--- src/design/lzss_stream_decompressor_assert.svh ---
`ifndef LZSS_STREAM_DECOMPRESSOR_ASSERT_SVH
`define LZSS_STREAM_DECOMPRESSOR_ASSERT_SVH

// cond must hold on every clock edge out of reset
`define LZSS_ASSERT_ALWAYS(lbl, cond, msg) \
    lbl: assert property (@(posedge aclk) disable iff (!aresetn) (cond)) else $error(msg);

// ante in one cycle implies cons in the same cycle
`define LZSS_ASSERT_IMPLIES(lbl, ante, cons, msg) \
    lbl: assert property (@(posedge aclk) disable iff (!aresetn) (ante) |-> (cons)) \
        else $error(msg);

// ante in one cycle implies cons in the following cycle
`define LZSS_ASSERT_NEXT(lbl, ante, cons, msg) \
    lbl: assert property (@(posedge aclk) disable iff (!aresetn) (ante) |=> (cons)) \
        else $error(msg);

`endif

--- src/design/lzss_pkg.sv ---
package lzss_pkg;

    localparam int WINDOW_DEPTH = 4096;
    localparam int WIN_AW       = $clog2(WINDOW_DEPTH);
    localparam int FILL_W       = WIN_AW + 1;

    localparam logic [WIN_AW-1:0] WIN_INIT  = WIN_AW'(12'hfee);
    localparam logic [7:0]        FILL_BYTE = 8'h20;
    localparam int                LEN_BIAS  = 3;

    localparam int FIFO_DEPTH = 4;
    localparam int FIFO_AW    = $clog2(FIFO_DEPTH);
    localparam int FIFO_CW    = $clog2(FIFO_DEPTH + 1);

    localparam logic REG_COMPRESSED_LENGTH = 1'b0;

    typedef struct packed {
        logic              en;
        logic [WIN_AW-1:0] addr;
        logic [7:0]        data;
    } win_wr_t;

    typedef struct packed {
        logic [7:0] out_byte;
        logic       last_of_run;
        logic       stream_done;
    } out_item_t;

endpackage

--- src/design/lzss_out_fifo.sv ---
module lzss_out_fifo (
    input  logic                         aclk,
    input  logic                         aresetn,
    input  logic                         push,
    input  lzss_pkg::out_item_t          push_item,
    output logic [lzss_pkg::FIFO_CW-1:0] count,
    output logic                         m_valid,
    input  logic                         m_ready,
    output lzss_pkg::out_item_t          m_item
);
    import lzss_pkg::*;

    out_item_t          mem [FIFO_DEPTH];
    logic [FIFO_AW-1:0] wr_ptr_reg;
    logic [FIFO_AW-1:0] rd_ptr_reg;
    logic [FIFO_CW-1:0] cnt_reg;
    logic [FIFO_CW-1:0] cnt_next;
    logic               pop;

    assign m_valid = (cnt_reg != '0);
    assign pop     = m_valid && m_ready;
    assign m_item  = mem[rd_ptr_reg];
    assign count   = cnt_reg;

    always_comb begin
        cnt_next = cnt_reg;
        if (push && !pop) begin
            cnt_next = cnt_reg + FIFO_CW'(1);
        end else if (!push && pop) begin
            cnt_next = cnt_reg - FIFO_CW'(1);
        end
    end

    always_ff @(posedge aclk) begin
        if (push) begin
            mem[wr_ptr_reg] <= push_item;
        end
    end

    always_ff @(posedge aclk) begin
        if (!aresetn) begin
            wr_ptr_reg <= '0;
            rd_ptr_reg <= '0;
            cnt_reg    <= '0;
        end else begin
            cnt_reg <= cnt_next;
            if (push) begin
                wr_ptr_reg <= wr_ptr_reg + FIFO_AW'(1);
            end
            if (pop) begin
                rd_ptr_reg <= rd_ptr_reg + FIFO_AW'(1);
            end
        end
    end

endmodule

--- config.mk ---
export PLATFORM = sky130hd
export DESIGN_NAME = lzss_out_fifo
export DESIGN_NICKNAME = d
export VERILOG_FILES = /design/src/design/lzss_stream_decompressor_assert.svh /design/src/design/lzss_pkg.sv /design/src/design/lzss_out_fifo.sv
export SDC_FILE = /design/constraint.sdc
export NUM_CORES = 1
export LEC_CHECK = 0
export BUFFER_PORTS_ARGS = -buffer_cell sky130_fd_sc_hd__clkbuf_2
export CAP_MARGIN = 20
export CORE_ASPECT_RATIO = 2
export CORE_MARGIN = 1
export CORE_UTILIZATION = 30
export DETAILED_ROUTE_END_ITERATION = 16
export REMOVE_ABC_BUFFERS = 1
export SETUP_SLACK_MARGIN = 0.4
export SYNTH_ARGS = -nofsm -noshare
export SYNTH_HDL_FRONTEND = slang
export SYNTH_SLANG_ARGS = --single-unit
--- constraint.sdc ---
create_clock -name aclk -period 1.9 [get_ports aclk]
set_input_delay 0.285 -clock aclk [delete_from_list [all_inputs] [get_ports aclk]]
set_output_delay 0.285 -clock aclk [all_outputs]
set_load 0.03 [all_outputs]
# Word-level counts from Yosys, hierarchy flattened
# Memory sizes are Yosys's and may differ from the RTL's. A register that Yosys moved wholly into a read port is not among the register bits.
# Index checks and enable logic that the tools add are counted.
# totals
mem_bits_rw	40
register_bits	7
word_cells	21
output_inout_bits	14
memories	1
# memory_table
memory	words	width	rd	rd_clocked_by_memory_dff	wr	line	rtl
mem	4	10	1	1	1	lzss_out_fifo.sv:13	out_item_t mem [FIFO_DEPTH];
# op_classes
add_sub_neg	4
reduce_logical	7
mux	6
# ops
op	count
3-bit 2-to-1 mux	2
2-bit by 1-bit adder with 2-bit output (second input constant)	2
2-bit 2-to-1 mux	2
3-bit by 1-bit adder with 3-bit output (second input constant)	1
1-bit logical AND	3
3-bit nonzero test	1
3-bit by 1-bit subtractor with 3-bit output (second input constant)	1
1-bit zero test	2
1-bit 2-to-1 mux	2
2-bit nonzero test	1

# Longest topological paths before layout
# depth
word_depth	5
depth_mapped	7
ltp_nobuf	7

# Worst setup path before layout
# OpenSTA, ideal clock, no wires.
# synth_path
path_type	flip-flop to flip-flop
startpoint	register cnt_reg[1] (netlist: count[1])
endpoint	register cnt_reg[2] (netlist: count[2])
path_stages_with_launch	8
path_slack_ps	-150
arrival_ps	1974
setup_time_ps	76
required_ps	1824
cell_sequence	dfxtp_1 o31ai_4 ha_1 inv_1 fa_1 xor2_1 or3_1 a21boi_0
# synth_between
elab_chain_len	5
word_cells_on_any_way	10
classes_between	2 x add/sub; 2 x mux; 6 x reduce/logical
# synth_rtl
element	line	rtl
from (decl)	lzss_out_fifo.sv:16	logic [FIFO_CW-1:0] cnt_reg;
from (signal assigned)	lzss_out_fifo.sv:46	cnt_reg <= cnt_next;
branches (longest 5 deep; another with 3-bit by 1-bit subtractor with 3-bit output)	n/a	
# Parallel ways; which one is timed is not known. The select of a mux whose other input is x is not followed.
# A chain may end at the register's enable or synchronous reset.

# Worst setup path after layout
# Ends and elaborated chain as after synthesis.

==> reports/summary.md <==
The post-synthesis cell type with the largest combined area was edfxtp_1. The run gives 0 as the final-report hold violation count. For the pin with the worst max-slew slack, the measured transition is 526 ps.

Timing would allow up to 540 MHz. The floorplan step defined a die boundary enclosing 6710 sq um. The clock tree synthesis step divided the H-tree into 2 levels. Ranked by total cell area, the synthesized netlist is headed by edfxtp_1 (63%), mux4_2 (12%), dfxtp_1 (9.4%). For this run, global-route usage on met2 was measured as 21.7%.

The number of DRC violations after detailed routing is 0. In this run the cell area measured after placement is 2170 sq um. Largest fanout of any net on the critical path: 2. The run finished with clean final reports.

TritonCTS built the clock tree. The total CTS buffers came out at 5. Setup TNS: 0 ps. Setup violations remaining at the end of the flow were counted as 0.

After legalization and detailed placement, the total HPWL measured 2.16 mm. Data on the critical path arrives at its endpoint at 2070 ps. Summing the areas of all compound-gate instances in the mapped netlist gives 2.62% of the synthesized area. The count of buffers added on input and output ports is 27.

Walking the worst path, the cells encountered are o31ai_4 -> ha_2 -> inv_2 -> fa_2 -> xor2_1 -> or3_1 -> a21boi_1. Yosys warning count: 0. In the global route stage, met1 resource usage came out at 11.0%. The peak ir drop on the vdd network came out at 0.000883 V. The first global-routing pass estimated 5.46 mm of wire. The number of antenna diodes in the final layout is 0. In the global route stage, overall resource usage came out at 11.7%. The logs give 3.38 mm for the wire length reported by the detailed router and 0 for the number of antenna violations at the first check in global routing. The number of standard-cell rows in the floorplan came out at 40. The register with the most flip-flops in the layout has 40 of them. The minimum clock period is 1850 ps.

STA puts the critical path data required time at 2120 ps. Of the total synthesized cell area, the portion taken by full adders, half adders and majority gates is 4.33%. The remaining max-slew budget at the tightest pin is 65.0%.

The class of the most critical setup path is register to register. After filler insertion, the fill cell instance count of the layout stands at 531. Measured against the total synthesized area, the mux share comes to 12.8%. The share of the synthesized area in the top cell type was 62.9%. The cell count after synthesis came out at 94. Path type of the worst min-delay path: input pin to register. For this design, the slowest cell found on the critical path is fa_2.

The logs give 49 for the TritonCTS sink count and 290 ps for the insertion delay to the later sink of the worst-skew pair. Capturing element type of the critical path: a register. Summing the areas of all xor and xnor instances in the mapped netlist gives 2.29% of the synthesized area. The tree is rooted in a clkbuf_16.

The register ranked first by flip-flop count is mem. Clock-pin slew on the worst setup and hold paths: 60 ps. The core region area is 6060 sq um. The dominant combinational cell family by area after synthesis is multiplexers.

The final layout contains 157 nets. The average wire per standard cell came out at 15.2 um. The clock passes through at most 2 buffers. The congestion estimate from routability-driven global placement came to 0.677.

After synthesis, the most frequently instantiated cells are edfxtp_1 (40), mux4_2 (10), and2_1 (9), dfxtp_1 (9), ha_1 (5). For the number of library cell types mapped by synthesis, the log shows 19. Vias per cell: 4.38. The run gives 0.908 nW as the leakage power. The vertical extent of the die came out at 115 um. The number of enable flip-flop cells after synthesis was 40. The summed instance area of the synthesized netlist was 1910 sq um; the worst reg-to-reg setup slack was 50 ps. Among all flip-flop cells after synthesis, the most frequent one is edfxtp_1. Entering global routing, the biggest net connects 15 pins.

The fraction of final layout cells sized beyond drive strength 1 works out to 48.6%. The synthesized design contains 49 register bits. For this run, the detailed router's first-pass iteration total came to 4. STA classifies the critical path startpoint as a register. A synthesized cell averages 20.3 sq um. Between clock sinks in the finished design, the worst skew comes to 4.98 ps. Setup repair after global routing could not meet its margin everywhere. The first routing iteration left 14 violations. The fraction of the mapped netlist area in simple logic gates was 4.33%.

The leftover overflow at the end of global routing is 0. The detail route stage leaves a number of antenna-violating nets equal to 0. The most common cell in the synthesized netlist is edfxtp_1. The number of global-route vias before repair is 1107, and the chip width is 58.4 um. The portion of the post-synthesis area used by sequential elements came out at 72.3%. Of all flip-flops after synthesis, the portion carrying an async set or reset was 0%. Max-cap violations in this run came to 0.

The final standard cell area without fillers was 2540 sq um; the power per standard cell area was 1430 nW/um^2. The layer with the highest usage is met2. For the total count of max-transition violations in the final report, the log shows 0. The relative area change from synthesis to final layout is 32.8%. The largest incremental delay on the critical path is 340 ps.

For the I/O pin count, the log shows 28. For met3 alone, demand over resource in global routing was 2.59%. For this configuration, the core starts out at a cell density of 31.5%. Summing over every cut layer, the via total after detailed routing is 973. Dividing the final minimum period by the clock period gives 97.5%.
[cells by family after synthesis]
logic type	after synthesis
compound gates	4
mux	12
buf+inv	5
simple gates	13
flops	49
xor+xnor	5
fa+ha+maj	6
[placed cells by master (no fill, tap or decap), types with 2 or more instances in the layout]
master,synthesis,routed
buf_6,0,5
clkbuf_16,0,5
and2_2,0,2
and2_1,9,7
dfxtp_1,9,4
ha_1,5,4
buf_8,0,9
buf_4,1,7
nor2b_1,2,2
mux4_2,10,10
dfxtp_2,0,4
xor2_1,2,2
xnor2_1,3,3
clkbuf_2,1,16
mux2i_1,2,2
edfxtp_1,40,40
inv_1,3,2
[layer usage]
| layer | routed length (um) | vias up |
|---|---|---|
| met5 | 0 | - |
| met4 | 108 | 0 |
| met3 | 130 | 9 |
| met2 | 1990 | 28 |
| met1 | 1150 | 488 |
| li1 | - | 448 |
[stage by stage]
step / power (mW) / std cells / hold WS (ps) / util (%) / worst slack [ps]
2_1_floorplan: 2.01 / 92 / 384 / - / -150
3_3_place_gp: 2.26 / 208 / 501 / 35.9 / 47.2
3_5_place_dp: 2.29 / 208 / 508 / 35.9 / -63.9
4_1_cts: 3.52 / 219 / 214 / 40.9 / 52.7
5_1_grt: 3.78 / 222 / 214 / 41.9 / -29.0
6_report: 3.63 / 222 / 216 / 41.9 / 47.8
[repair_timing]
item | CTS | global route
pin swaps | 3 | 2
setup endpoints to repair | 13 | 33
buffers inserted | 2 | 3
cloned | 1 | 0
hold buffers | 0 | 0
gates resized for setup | 31 | 20
[worst paths after layout]
| check | start | to | cells after the start |
|---|---|---|---|
| worst max-delay path | count[1] | count[2] | 7 |
| worst min-delay path | push_item[6] | mem[0][6] | 1 |
| worst max register to register | count[1] | count[2] | 7 |
| worst min register to register | wr_ptr_reg[1] | wr_ptr_reg[1] | 2 |
[critical path: cells and delay by family, from the launching register on]
family,cells,cell delay (ps)
xor+xnor,1,160
buf+inv,1,40
flops,1,330
compound gates,2,370
fa+ha+maj,2,580
simple gates,1,300
[layout make-up]
type	instances	area (sq um)	share of cell area, %
well taps	84	105	4.14
repair buffers	38	352	13.9
clock buffers	6	129	5.08
inverters	3	11.3	0.444
multi-input cells	40	515	20.3
flip-flops and latches	49	1390	54.8
clock inverters	2	33.8	1.33
[where the power goes]
part | total [mW] | internal (mW) | switching (mW) | leakage [nW]
sequential | 1.36 | 1.27 | 0.0893 | 0.444
combinational | 1.29 | 0.702 | 0.593 | 0.386
clock | 0.971 | 0.617 | 0.354 | 0.0785
Note: power is estimated with default switching activity, not from simulation.
