==> src/design/lzss_stream_decompressor_assert.svh <==
`ifndef LZSS_STREAM_DECOMPRESSOR_ASSERT_SVH
`define LZSS_STREAM_DECOMPRESSOR_ASSERT_SVH

// cond must hold on every clock edge out of reset
`define LZSS_ASSERT_ALWAYS(lbl, cond, msg) \
    lbl: assert property (@(posedge aclk) disable iff (!aresetn) (cond)) else $error(msg);

// ante in one cycle implies cons in the same cycle
`define LZSS_ASSERT_IMPLIES(lbl, ante, cons, msg) \
    lbl: assert property (@(posedge aclk) disable iff (!aresetn) (ante) |-> (cons)) \
        else $error(msg);

// ante in one cycle implies cons in the following cycle
`define LZSS_ASSERT_NEXT(lbl, ante, cons, msg) \
    lbl: assert property (@(posedge aclk) disable iff (!aresetn) (ante) |=> (cons)) \
        else $error(msg);

`endif

==> src/design/lzss_pkg.sv <==
package lzss_pkg;

    localparam int WINDOW_DEPTH = 4096;
    localparam int WIN_AW       = $clog2(WINDOW_DEPTH);
    localparam int FILL_W       = WIN_AW + 1;

    localparam logic [WIN_AW-1:0] WIN_INIT  = WIN_AW'(12'hfee);
    localparam logic [7:0]        FILL_BYTE = 8'h20;
    localparam int                LEN_BIAS  = 3;

    localparam int FIFO_DEPTH = 4;
    localparam int FIFO_AW    = $clog2(FIFO_DEPTH);
    localparam int FIFO_CW    = $clog2(FIFO_DEPTH + 1);

    localparam logic REG_COMPRESSED_LENGTH = 1'b0;

    typedef struct packed {
        logic              en;
        logic [WIN_AW-1:0] addr;
        logic [7:0]        data;
    } win_wr_t;

    typedef struct packed {
        logic [7:0] out_byte;
        logic       last_of_run;
        logic       stream_done;
    } out_item_t;

endpackage

==> src/design/lzss_ctrl.sv <==
module lzss_ctrl (
    input  logic                           aclk,
    input  logic                           aresetn,
    input  logic                           s_valid,
    output logic                           s_ready,
    input  logic [7:0]                     s_in_byte,
    input  logic                           s_stream_start,
    input  logic [15:0]                    cfg_length,
    input  logic [lzss_pkg::FIFO_CW-1:0]   fifo_cnt,
    output lzss_pkg::win_wr_t              wr,
    output logic                           rd_en,
    output logic [lzss_pkg::WIN_AW-1:0]    rd_addr,
    input  logic [7:0]                     ram_rdata,
    output logic                           push,
    output lzss_pkg::out_item_t            push_item
);
    import lzss_pkg::*;

    typedef enum logic [1:0] {PH_CTRL, PH_ITEM, PH_PAIR_HI} phase_t;
    typedef enum logic {ST_IDLE, ST_COPY} state_t;

    localparam logic [3:0] FLAGS_PER_CTRL = 4'd8;

    state_t             st_reg, st_next;
    phase_t             phase_reg, phase_next;
    logic [7:0]         flag_reg, flag_next;
    logic [3:0]         fleft_reg, fleft_next;
    logic [7:0]         low_reg, low_next;
    logic [15:0]        cnt_reg, cnt_next;
    logic               fin_reg, fin_next;
    logic [WIN_AW-1:0]  wpos_reg, wpos_next;
    logic [FILL_W-1:0]  fill_reg, fill_next;
    logic [WIN_AW-1:0]  src_reg, src_next;
    logic [4:0]         left_reg, left_next;
    logic               done_reg, done_next;
    logic               rd_pend_reg, rd_pend_next;
    logic               rd_last_reg, rd_last_next;
    logic               rd_fwd_reg, rd_fwd_next;
    logic               rd_hit_reg, rd_hit_next;
    logic [7:0]         fwd_data_reg, fwd_data_next;

    logic               accept;
    logic               issue;
    logic [7:0]         rd_data;
    phase_t             eff_phase;
    logic [7:0]         eff_flag;
    logic [3:0]         eff_fleft;
    logic [15:0]        eff_cnt;
    logic               eff_fin;
    logic [15:0]        cnt_inc;
    logic               done_new;
    logic [3:0]         fleft_dec;
    logic [WIN_AW-1:0]  win_off;
    logic [FIFO_CW:0]   credit_use;

    assign s_ready = (st_reg == ST_IDLE) && !rd_pend_reg &&
                     (fifo_cnt < FIFO_CW'(FIFO_DEPTH));
    assign accept  = s_valid && s_ready;

    // forwarded byte wins over the array when the read hit the entry being written
    assign rd_data = rd_fwd_reg ? fwd_data_reg : (rd_hit_reg ? ram_rdata : FILL_BYTE);

    // a stream start reinitialises before the byte is looked at
    assign eff_phase = s_stream_start ? PH_CTRL : phase_reg;
    assign eff_flag  = s_stream_start ? 8'h00 : flag_reg;
    assign eff_fleft = s_stream_start ? 4'h0 : fleft_reg;
    assign eff_cnt   = s_stream_start ? 16'h0000 : cnt_reg;
    assign eff_fin   = s_stream_start ? 1'b0 : fin_reg;

    assign cnt_inc   = (eff_cnt == 16'hffff) ? eff_cnt : eff_cnt + 16'd1;
    assign done_new  = (cnt_inc >= cfg_length);
    assign fleft_dec = (eff_fleft == 4'h0) ? 4'h0 : eff_fleft - 4'd1;

    assign credit_use = {1'b0, fifo_cnt} + {{FIFO_CW{1'b0}}, rd_pend_reg};
    assign issue      = (st_reg == ST_COPY) && (credit_use < (FIFO_CW+1)'(FIFO_DEPTH));

    // entries not yet written since the stream began read as fill bytes
    assign win_off = src_reg - WIN_INIT;

    always_comb begin
        st_next       = st_reg;
        phase_next    = phase_reg;
        flag_next     = flag_reg;
        fleft_next    = fleft_reg;
        low_next      = low_reg;
        cnt_next      = cnt_reg;
        fin_next      = fin_reg;
        wpos_next     = wpos_reg;
        fill_next     = fill_reg;
        src_next      = src_reg;
        left_next     = left_reg;
        done_next     = done_reg;
        rd_last_next  = rd_last_reg;
        rd_fwd_next   = 1'b0;
        rd_hit_next   = rd_hit_reg;
        fwd_data_next = fwd_data_reg;
        wr            = '0;
        push          = 1'b0;
        push_item     = '0;
        rd_en         = 1'b0;
        rd_addr       = src_reg;

        if (rd_pend_reg) begin
            wr.en     = 1'b1;
            wr.addr   = wpos_reg;
            wr.data   = rd_data;
            push      = 1'b1;
            push_item = '{out_byte: rd_data, last_of_run: rd_last_reg, stream_done: done_reg};
        end

        if (accept) begin
            if (s_stream_start) begin
                phase_next = PH_CTRL;
                flag_next  = 8'h00;
                fleft_next = 4'h0;
                low_next   = 8'h00;
                cnt_next   = 16'h0000;
                fin_next   = 1'b0;
                wpos_next  = WIN_INIT;
                fill_next  = '0;
            end
            priority if (eff_fin) begin
                // stream over: byte dropped
            end else if ((eff_phase != PH_PAIR_HI) && (eff_cnt >= cfg_length)) begin
                fin_next = 1'b1;
            end else begin
                cnt_next = cnt_inc;
                unique case (eff_phase)
                    PH_CTRL: begin
                        flag_next  = s_in_byte;
                        fleft_next = FLAGS_PER_CTRL;
                        phase_next = PH_ITEM;
                        if (done_new) fin_next = 1'b1;
                    end
                    PH_ITEM: begin
                        if (eff_flag[0]) begin
                            wr.en      = 1'b1;
                            wr.addr    = wpos_reg;
                            wr.data    = s_in_byte;
                            push       = 1'b1;
                            push_item  = '{out_byte: s_in_byte, last_of_run: 1'b1,
                                          stream_done: done_new};
                            flag_next  = {1'b0, eff_flag[7:1]};
                            fleft_next = fleft_dec;
                            phase_next = (fleft_dec == 4'h0) ? PH_CTRL : PH_ITEM;
                            if (done_new) fin_next = 1'b1;
                        end else begin
                            low_next   = s_in_byte;
                            phase_next = PH_PAIR_HI;
                        end
                    end
                    PH_PAIR_HI: begin
                        src_next   = {s_in_byte[7:4], low_reg};
                        left_next  = {1'b0, s_in_byte[3:0]} + 5'(LEN_BIAS);
                        done_next  = done_new;
                        st_next    = ST_COPY;
                        flag_next  = {1'b0, eff_flag[7:1]};
                        fleft_next = fleft_dec;
                        phase_next = (fleft_dec == 4'h0) ? PH_CTRL : PH_ITEM;
                        if (done_new) fin_next = 1'b1;
                    end
                    default: begin
                    end
                endcase
            end
        end

        if (wr.en) begin
            wpos_next = wr.addr + WIN_AW'(1);
            if (fill_reg != FILL_W'(WINDOW_DEPTH)) begin
                fill_next = fill_reg + FILL_W'(1);
            end
        end

        if (issue) begin
            rd_en         = 1'b1;
            rd_hit_next   = ({1'b0, win_off} < fill_reg);
            rd_fwd_next   = wr.en && (wr.addr == src_reg);
            fwd_data_next = wr.data;
            rd_last_next  = (left_reg == 5'd1);
            src_next      = src_reg + WIN_AW'(1);
            left_next     = left_reg - 5'd1;
            if (left_reg == 5'd1) st_next = ST_IDLE;
        end
        rd_pend_next = issue;
    end

    always_ff @(posedge aclk) begin
        if (!aresetn) begin
            st_reg      <= ST_IDLE;
            phase_reg   <= PH_CTRL;
            flag_reg    <= 8'h00;
            fleft_reg   <= 4'h0;
            low_reg     <= 8'h00;
            cnt_reg     <= 16'h0000;
            fin_reg     <= 1'b0;
            wpos_reg    <= WIN_INIT;
            fill_reg    <= '0;
            rd_pend_reg <= 1'b0;
            rd_fwd_reg  <= 1'b0;
        end else begin
            st_reg      <= st_next;
            phase_reg   <= phase_next;
            flag_reg    <= flag_next;
            fleft_reg   <= fleft_next;
            low_reg     <= low_next;
            cnt_reg     <= cnt_next;
            fin_reg     <= fin_next;
            wpos_reg    <= wpos_next;
            fill_reg    <= fill_next;
            rd_pend_reg <= rd_pend_next;
            rd_fwd_reg  <= rd_fwd_next;
        end
    end

    always_ff @(posedge aclk) begin
        src_reg      <= src_next;
        left_reg     <= left_next;
        done_reg     <= done_next;
        rd_last_reg  <= rd_last_next;
        rd_hit_reg   <= rd_hit_next;
        fwd_data_reg <= fwd_data_next;
    end

endmodule

==> config.mk <==
export PLATFORM = sky130hd
export DESIGN_NAME = lzss_ctrl
export DESIGN_NICKNAME = d
export VERILOG_FILES = /design/src/design/lzss_stream_decompressor_assert.svh /design/src/design/lzss_pkg.sv /design/src/design/lzss_ctrl.sv
export SDC_FILE = /design/constraint.sdc
export NUM_CORES = 1
export LEC_CHECK = 0
export ABC_AREA = 1
export BUFFER_PORTS_ARGS = -buffer_cell sky130_fd_sc_hd__clkbuf_2
export CAP_MARGIN = 20
export CORE_MARGIN = 2
export CORE_UTILIZATION = 26
export CTS_CLUSTER_SIZE = 12
export DETAILED_ROUTE_END_ITERATION = 10
export HOLD_SLACK_MARGIN = 0.05
export PLACE_DENSITY = 0.51
export SLEW_MARGIN = 5
export SYNTH_ARGS = -nofsm -noshare
export SYNTH_HDL_FRONTEND = slang
export SYNTH_SLANG_ARGS = --single-unit
==> constraint.sdc <==
create_clock -name aclk -period 13.8 [get_ports aclk]
set_input_delay 2.76 -clock aclk [delete_from_list [all_inputs] [get_ports aclk]]
set_output_delay 2.76 -clock aclk [all_outputs]
set_load 0.02 [all_outputs]
Word level (Yosys, flattened, before mapping)
Cells that the tools add are included.
{"block": "word_totals", "inputBits": 39, "register_bits": 95, "elab_cells": 138, "out_inout_bits": 46}
{"block": "op_classes", "reduce_logical": 19, "n_bitwise": 3, "mux": 76, "add_sub_neg": 9, "eq_ne": 9, "n_lt_le_gt_ge": 5}
{"op": "$mux W21", "count": 6}
{"op": "$mux W12", "count": 8}
{"op": "$mux W8", "count": 11}
{"op": "$mux W16", "count": 4}
{"op": "$mux W10", "count": 6}
{"op": "$mux W13", "count": 4}
{"op": "$ge A16 B16 Y1", "count": 2}
{"op": "$mux W5", "count": 5}
{"op": "$add A12 B1 Y12 const B", "count": 2}
{"op": "$pmux W8 S3", "count": 1}
{"op": "$mux W4", "count": 5}
{"op": "$mux W1", "count": 19}
{"op": "$add A16 B1 Y16 const B", "count": 1}
{"op": "$eq A16 B16 Y1 const B", "count": 1}
{"op": "$add A13 B1 Y13 const B", "count": 1}
{"op": "$lt A12 B13 Y1", "count": 1}
{"op": "$ne A13 B13 Y1 const B", "count": 1}
{"op": "$eq A12 B12 Y1", "count": 1}
{"op": "$pmux W4 S3", "count": 1}
{"op": "$sub A12 B12 Y12 const B", "count": 1}
{"op": "$logic_not A4 Y1", "count": 2}
{"op": "$mux W2", "count": 4}
{"op": "$reduce_and A4 Y1", "count": 2}
{"op": "$reduce_bool A2 Y1", "count": 4}
{"op": "18 further kinds", "count": 28}

Logic depth before layout (Yosys ltp)
{"block": "logic_depth", "depth_word": 10, "depth_mapped": 29, "depth_no_buf": 27}

Worst setup path before layout
Ideal clock, no wire load.
{"block": "synth_timing", "kind": "input to output", "startpoint": "input s_stream_start", "endpoint": "output push_item[0] in the netlist's numbering", "path_slack_ns": 5.384, "arrival_ns": 5.656, "t_required_ns": 11.040, "cell_stages": 28, "n_path_buf": 2, "cell_sequence": "buf_6 buf_6 nor2_1 ha_1 nand2_1 nor2_1 nand2_1 nor2_1 nand3_1 nor2_2 inv_1 nand2_1 o21ai_0 ha_1 o21ai_0 a21boi_0 o21ai_0 nand2_1 nand2_1 nand2_1 nand2_1 nand2_1 nand2_1 nand2_1 nand2_1 nand3_1 nand2_1 a21oi_1"}
{"item": "from (decl)", "line_no": "lzss_ctrl.sv:7", "text": "input logic s_stream_start,"}
{"item": "to (decl)", "line_no": "lzss_ctrl.sv:15", "text": "output lzss_pkg::out_item_t push_item"}

==> impl_results.md <==
* Power Density at between 70 and 80 mW/mm^2
* Worst Skew at approximately 0.013 ns
* Row cnt at 61
* Die width at about 170 um
* RSZ-0062 raised after global routing: false
* Syn Nets at about 1200
* Top Ports at 85
* Crit end category: output pin
* Most frequent cells in the layout: 248 x nand2_1, 163 x inv_1, 98 x nor2_1
* Nets at around 1300
* DRC errors left at 0
* Worst-Margin Slew at a little over 0.9 ns
* Gr ovfl total at 0
* Initial core utilization at between 20% and 30%
* Crit path max fanout at 29
* CTS buffer count at 9
* Crit path time final at 9.04 ns
* Max clock buf depth at 2
* Syn Area/Cell at between 6 and 7 sq um
* Vias/cell at 4.69
* Cell Area, Synth at about 0.0074 sq mm
* Clock root cell: clkbuf_16
* CP max-delay cell: inv_2
* Antenna diodes at 0
* TritonRoute pass-1 iters at 5
* Worst IR drop on VDD at approximately 0.068 mV
* Setup Fix Bufs, Post-CTS at 0
* CTS tree: built
* Die Span Y at 173 um
* Largest stage delay on the critical path at 0.36 ns
* Hold endpoint: cnt_reg[4]
* Detailed Route WL at ~22000 um
* Die ar. at around 0.030 sq mm
* Area growth syn-to-layout at 13.8%
* Final setup violation count at 0
* Commonest non-fill, non-tap cell in the layout: nand2_1
* Initial antenna violation count at 0
* Worst reg2reg setup slack at a little under 10 ns
* Largest net degree at the start of global routing at 45
* Layout cell share with drive strength beyond 1 at 11.7%
* Core ar. at 0.0279 sq mm
* Leakage at ~4 nW
* Ys Warns at 0
* Via count at between 7000 and 8000
* Post-CTS Hold Buffers at 0
* Post-synth EDFFs at 28
* CP arrival at between 6 and 7 ns
* Top FF cell, synth: dfxtp_1
* Critical Path RT at approximately 11 ns
* Final instance area at about 0.0084 sq mm
* Worst reg2reg path depth at 21
* Type of origin of the critical path: input pin
* Antenna-violating nets left at 0
* Setup TNS at 0 ns
* Hold Path Cell Cnt at 2
* Clock slew seen by the registers of the worst setup and hold paths at 0.08 ns
* Status: finished clean
* Synth cell types at 46
* Cell mode on critical path: nand2_1
* Detailed Route Iter0 Violations at between 500 and 600
* Register area share after synthesis at 29.5%
* Worst r2r dst: wpos_reg[8]
* Post_cts resized at 0
* Part of the cycle the worst path needs at 65.5%
* Kind of critical path: input pin to output pin
* IO buf count at 84
* GRT Overall Usage at about 15%
* Slew Limit Fails at 0
* Crit Reg-Reg Startpoint: cnt_reg[10]
* Final number of hold-violating endpoints at 0
* #FFs+latches synth at 95
* Routed wire per std cell at roughly 14 um
* Worst Hold Class: flop to flop
* Routability cong. at ~0.86
* Syn Inst Count at around 1100
* Vias in the first global route at slightly below 7000
* Max reg flops at 16
* Global-route wire length before repair at 35900 um
* Detailed-placement wirelength estimate at approximately 17000 um
* F_max at 111 MHz
* Share of flip-flops with an asynchronous set or reset at 0%
* Clk Latency, worst-skew pair at roughly 0.36 ns
* MaxCap Viol Count at 0
* Placed Area at slightly above 0.008 sq mm
* Clock sinks at between 90 and 100
* Worst Min Path Start: cnt_reg[4]
* H-tree depth at 3
* Rel. slew slack at 39.4%
## final cells by class
type	count	area [sq um]
sequential	95	2180
tap	378	473
fill	3151	19500
clock inverter	7	80.1
multi-input combinational	795	4340
timing repair buffer	91	473
inverter	171	642
clock buffer	9	225
## report_power, final
| group | internal (mW) | switching (mW) | leakage, nW |
|---|---|---|---|
| logic | 0.0258 | 0.0527 | 2.97 |
| clock network | 0.143 | 0.120 | 0.150 |
| registers | 0.294 | 0.00682 | 0.801 |
## per-stage QoR
step / worst slack [ns] / total power [mW] / utilization, % / instances / hold WS, ns
finish: 4.76 / 0.643 / 30.1 / 1546 / 0.467
global route: 4.20 / 0.674 / 30.1 / 1546 / 0.484
CTS: 4.77 / 0.654 / 30.1 / 1546 / 0.470
detailed placement: 4.77 / 0.386 / 29.0 / 1530 / 0.457
global placement: 4.86 / 0.385 / 29.0 / 1530 / 0.454
floorplan: 5.38 / 0.359 / - / 1105 / 0.445
## logic make-up after synthesis
| family | after synthesis | share of synthesized area, % |
|---|---|---|
| simple gates | 465 | 27.2 |
| compound gates | 238 | 17.9 |
| buf+inv | 215 | 11.8 |
| flops | 95 | 29.5 |
| fa+ha+maj | 53 | 8.97 |
| xor+xnor | 38 | 4.50 |
| mux | 1 | 0.135 |
## worst max-delay path by stage
stage | startpoint | end | slack [ns]
after detailed placement | s_stream_start | push_item[0] | 4.77
final | s_stream_start | push_item[0] | 4.76
after global placement | s_stream_start | push_item[0] | 4.86
after floorplan | s_stream_start | push_item[0] | 5.38
after CTS | s_stream_start | push_item[0] | 4.77
after global routing | s_stream_start | push_item[0] | 4.20
## cell usage after synthesis, types with 2 or more instances
master      n  share of area, %
nor3_4      2              0.44
o22ai_1     5              0.42
nor2_2      8              0.68
ha_1       53               9.0
nor4_1      3              0.25
inv_1     163               8.3
clkbuf_1   27               1.4
o211ai_1   16               1.6
xnor2_1     5              0.59
xor2_1     33               3.9
buf_4      11               1.1
dfxtp_1    67                18
nand3b_1    2              0.20
nor2_1     98               5.0
a221oi_1    2              0.24
buf_6       3              0.46
o21ai_1     2              0.14
nor3_2      3              0.41
buf_1       2              0.10
inv_2       6              0.30
a31oi_1     6              0.51
o32ai_1     2              0.24
nand3_1    58               3.9
nand3_2     2              0.27
a22oi_1     5              0.51
nand2_1   248                13
a21oi_1    97               6.6
o21ai_0    89               6.0
edfxtp_1   28                11
a211oi_1    2              0.20
nand4_1    14               1.2
nor3_1     18               1.2
o221ai_1    3              0.36
o31ai_1     3              0.30
clkinv_1    2              0.10
nor2_4      2              0.30
nand2_2     6              0.51
## worst max-delay path: cells and delay by family
| family | cells | cell delay (ns) |
|---|---|---|
| and+or+nand+nor | 17 | 1.69 |
| buffers and inverters | 5 | 1.00 |
| AOI/OAI and AO/OA | 5 | 0.56 |
| adders and majority gates | 1 | 0.28 |
## layer usage
layer	vias to the layer above	wire length, um	global-route usage, %
li1	3748	-	-
met1	3303	10200	19.4
met2	174	10500	25.2
met3	23	1150	3.12
met4	0	352	3.35
met5	-	0	0
(Power assumes the default switching activity.)
